==> config.mk <==
export PLATFORM = sky130hd
export DESIGN_NAME = spq_cell
export DESIGN_NICKNAME = d
export VERILOG_FILES = /design/src/spq_pkg.sv /design/src/spq_cell.sv
export SDC_FILE = /design/constraint.sdc
export NUM_CORES = 1
export LEC_CHECK = 0
export BUFFER_PORTS_ARGS = -buffer_cell sky130_fd_sc_hd__buf_2
export CAP_MARGIN = 10
export CORE_AREA = 2 2 153 155
export DETAILED_ROUTE_END_ITERATION = 10
export DIE_AREA = 0 0 155 157
export PLACE_DENSITY = 0.51
export SYNTH_ARGS = -nofsm -noshare
export SYNTH_HDL_FRONTEND = slang
export SYNTH_SLANG_ARGS = --single-unit
==> constraint.sdc <==
create_clock -name clk -period 7.67 [get_ports clk]
set_clock_uncertainty 0.2 [all_clocks]
set_input_delay 2.301 -clock clk [delete_from_list [all_inputs] [get_ports clk]]
set_output_delay 2.301 -clock clk [all_outputs]
set_load 0.005 [all_outputs]
==> src/spq_pkg.sv <==
package spq_pkg;

  localparam int CAPACITY  = 128;
  localparam int PRIO_W    = 32;
  localparam int PAYLOAD_W = 64;

  typedef enum logic {
    FN_INSERT  = 1'b0,
    FN_EXTRACT = 1'b1
  } spq_func_t;

  typedef enum logic [1:0] {
    ST_OK    = 2'd0,
    ST_FULL  = 2'd1,
    ST_EMPTY = 2'd2
  } spq_status_t;

  // Per-cycle command broadcast to every cell of the chain.
  typedef struct packed {
    logic ins;
    logic ext;
  } spq_ctl_t;

endpackage

==> src/spq_cell.sv <==
module spq_cell (
  input  logic                                clk,
  input  spq_pkg::spq_ctl_t                   ctl,
  input  logic                                occupied,
  input  logic signed [spq_pkg::PRIO_W-1:0]   key,
  input  logic [spq_pkg::PAYLOAD_W-1:0]       new_payload,
  input  logic                                left_gt,
  input  logic signed [spq_pkg::PRIO_W-1:0]   left_prio,
  input  logic [spq_pkg::PAYLOAD_W-1:0]       left_payload,
  input  logic signed [spq_pkg::PRIO_W-1:0]   right_prio,
  input  logic [spq_pkg::PAYLOAD_W-1:0]       right_payload,
  output logic                                gt,
  output logic signed [spq_pkg::PRIO_W-1:0]   prio,
  output logic [spq_pkg::PAYLOAD_W-1:0]       payload
);

  logic signed [spq_pkg::PRIO_W-1:0] prio_r, prio_nxt;
  logic [spq_pkg::PAYLOAD_W-1:0]     payload_r, payload_nxt;

  // An empty cell counts as greater, so a key that no stored priority exceeds lands after all stored ones.
  assign gt = !occupied || (prio_r > key);

  always_comb begin
    prio_nxt    = prio_r;
    payload_nxt = payload_r;
    if (ctl.ins && gt) begin
      if (left_gt) begin
        prio_nxt    = left_prio;
        payload_nxt = left_payload;
      end else begin
        prio_nxt    = key;
        payload_nxt = new_payload;
      end
    end else if (ctl.ext) begin
      prio_nxt    = right_prio;
      payload_nxt = right_payload;
    end
  end

  always_ff @(posedge clk) begin
    prio_r    <= prio_nxt;
    payload_r <= payload_nxt;
  end

  assign prio    = prio_r;
  assign payload = payload_r;

endmodule

==> metrics.cfg <==
[global_route]
grtUsageMet3_pct=4.13
overflow=0
grt_max_degree=97
grt_usage_pct=14.4
grt.met2_usage_pct=25.7
grt_pass1_wl_um=27100
grt_pass1_vias=5112
grt-busiest-layer=met2
antenna_found_initial=3
use_met1_pct=16.4

[cts]
clock_path_buffers=2
ctsResizeCount=0
cts.hold.buffers_added=0
clock_latency_ns=0.34
cts_tree=built
clk_pin_slew_ns=0.06
cts_sinks=96
htreeDepth=3
cts_root_buf=clkbuf_16
cts_made_buffers=9
cts_setup_buffers=0

[drt]
dr.first_iter.drc_count=228
routed_via_density=4.44
ant_nets=0
drc_errors=0
routed_wirelength_um=18000
wl_per_cell_um=15.8
routed-via-count=5043
first_pass_iters=6

[synth]
netlist_area_mm2=0.00599
synthTopCellsByCount=mux2_2, edfxtp_1, nand2_1, inv_1, o21ai_0
synth_cells=467
ys_types=27
synth.most_common_cell=mux2_2
synth_area_leaders=edfxtp_1, mux2_2, ha_1
ys_seq_area_share_pct=48.1
synth_enable_flop_cells=96
synth-async-reset-ratio_pct=0
yosysTopAreaCell=edfxtp_1
avgSynthCellArea_um2=12.8
synth_top_area_share_pct=48.1
syn_nets=792
ys_ff_latch=96
synth_top_flop_cell=edfxtp_1
yosys_warnings=0

[timing]
layout_worst_path_cycle_share_pct=92.3
rsz0062_at_grt=no
min_period_ns=7.08
hold_viol=0
drv_slew=0
max_freq_ghz=0.141
tns_ns=0
max_slew_margin_pct=52.0
max_slew.worst_pin.slew_ns=0.720
setup_viol=0

[pwr]
intPower_uw=1260
vdd_drop_max_uv=96.0
p_clk_share_pct=24.3
p_leak_uw=0.00398
p_per_area_mw_per_mm2=209
p_seq_share_pct=42.9
swShare_pct=29.3
switchingPower_uw=521
p_comb_share_pct=32.8
p_total_uw=1780

[layout]
syn2layout_area_growth_pct=42.2
nNetsFinal=1171
layout-drive-gt1-share_pct=64.7
postLayoutCoreUtil_pct=37.9

[floorplan]
die_y_um=157
start_util_pct=26.6
core_mm2=0.0225
die_w_um=155
dieArea_mm2=0.0243
row_count=55
io_pins=390

[worst_setup_path]
cp-start-kind=input port
required_ns=5.17
slowest_delay_ns=0.65
cp_cell_sequence=buf_2 -> inv_1 -> ha_1 -> nand4_1 -> or4_1 -> nor3_1 -> nor3_1 -> o32a_1 -> a21bo_2 -> buf_2
critical-path-top-delay-family=simple AND/OR/NAND/NOR gates
end_kind=primary output
crit_type=input port to primary output
critPathSlowestCell=or4_1
cp_max_fo=6
cp_data_arrival_time_ns=4.58
path_buf_inv=3

[placement]
port_buffers=389
dp_hpwl_um=14200
gp_congestion=0.791

[min_path]
hold_class=register to register

[run_status]
status=complete, no violations

[flow_run]
max_cap_violations=0

## final cells by class
cell class                      instances  area, um2
Clock inverter                          7       53.8
Multi-Input combinational cell        312       2870
Timing Repair Buffer                  392       2000
Antenna cell                            1       2.50
Sequential cell                        96       2880
Tap cell                              285        357
Fill cell                            2282      14000
Inverter                               35        131
Clock buffer                            9        225
## worst register-to-register path, stage by stage (launching register included)
cell	delay, ns
edfxtp_1	0.40
ha_1	0.45
nand4_1	0.17
or4_1	0.65
nor3_1	0.28
o21ai_1	0.15
o311ai_4	0.12
or2_4	0.60
buf_12	0.36
## flip-flops by register name, indices dropped and copies added (netlist names)
signal / count
prio: 32
payload: 64
## metrics by stage
step | area (um2) | instances | hold slack, ns | setup WS (ns)
4_1_cts | 8520 | 1136 | 1.28 | 0.599
3_3_place_gp | 8240 | 1120 | 1.28 | 0.686
3_5_place_dp | 8240 | 1120 | 1.27 | 0.607
2_1_floorplan | 5990 | 467 | 1.03 | 0.680
6_report | 8520 | 1137 | 1.25 | 0.588
5_1_grt | 8520 | 1136 | 1.37 | 0.450
## power by group through the flow
| stage | registers [uW] | clock network, uW | logic, uW |
|---|---|---|---|
| after CTS | 764 | 455 | 599 |
| after detailed placement | 775 | 0 | 595 |
| after global placement | 773 | 0 | 596 |
| after global routing | 776 | 470 | 650 |
| final | 763 | 432 | 584 |
| after floorplan | 796 | 0 | 309 |
## metal layers
metal | share of wire (%) | vias to the layer above | wire length, um
met5 | 0.15 | - | 27
met4 | 2.0 | 4 | 357
met3 | 8.0 | 24 | 1440
met2 | 51 | 213 | 9150
met1 | 39 | 2291 | 7040
li1 | - | 2511 | -
## cells by family (layout without fill, tap and decap cells)
logic type / Yosys count / in the layout / share of synthesized area, %
mux: 161 / 161 / 30.8
flops: 96 / 96 / 48.1
compound gates: 61 / 61 / 5.95
buf+inv: 59 / 443 / 4.20
simple gates: 58 / 58 / 4.28
fa+ha+maj: 32 / 32 / 6.68
other cells: 0 / 1 / 0
## final timing paths
check | start | endpoint | slack, ns | cells after the start
hold / removal | prio[31] | prio[28] | 1.25 | 4
hold reg to reg | prio[31] | prio[28] | 1.25 | 4
setup reg to reg | prio[31] | payload[63] | 3.93 | 8
setup / recovery | key[31] | gt | 0.59 | 10
## cell usage in the layout, fill, tap and decap left out, types with 9 or more instances in the layout
| cell | netlist | routed |
|---|---|---|
| edfxtp_1 | 96 | 96 |
| clkbuf_16 | 0 | 9 |
| inv_1 | 35 | 35 |
| mux2_1 | 21 | 21 |
| o21ai_0 | 35 | 35 |
| ha_1 | 32 | 32 |
| buf_2 | 0 | 388 |
| a21oi_1 | 16 | 16 |
| mux2_2 | 132 | 132 |
| nand2_1 | 40 | 40 |
(Power assumes the default switching activity.)
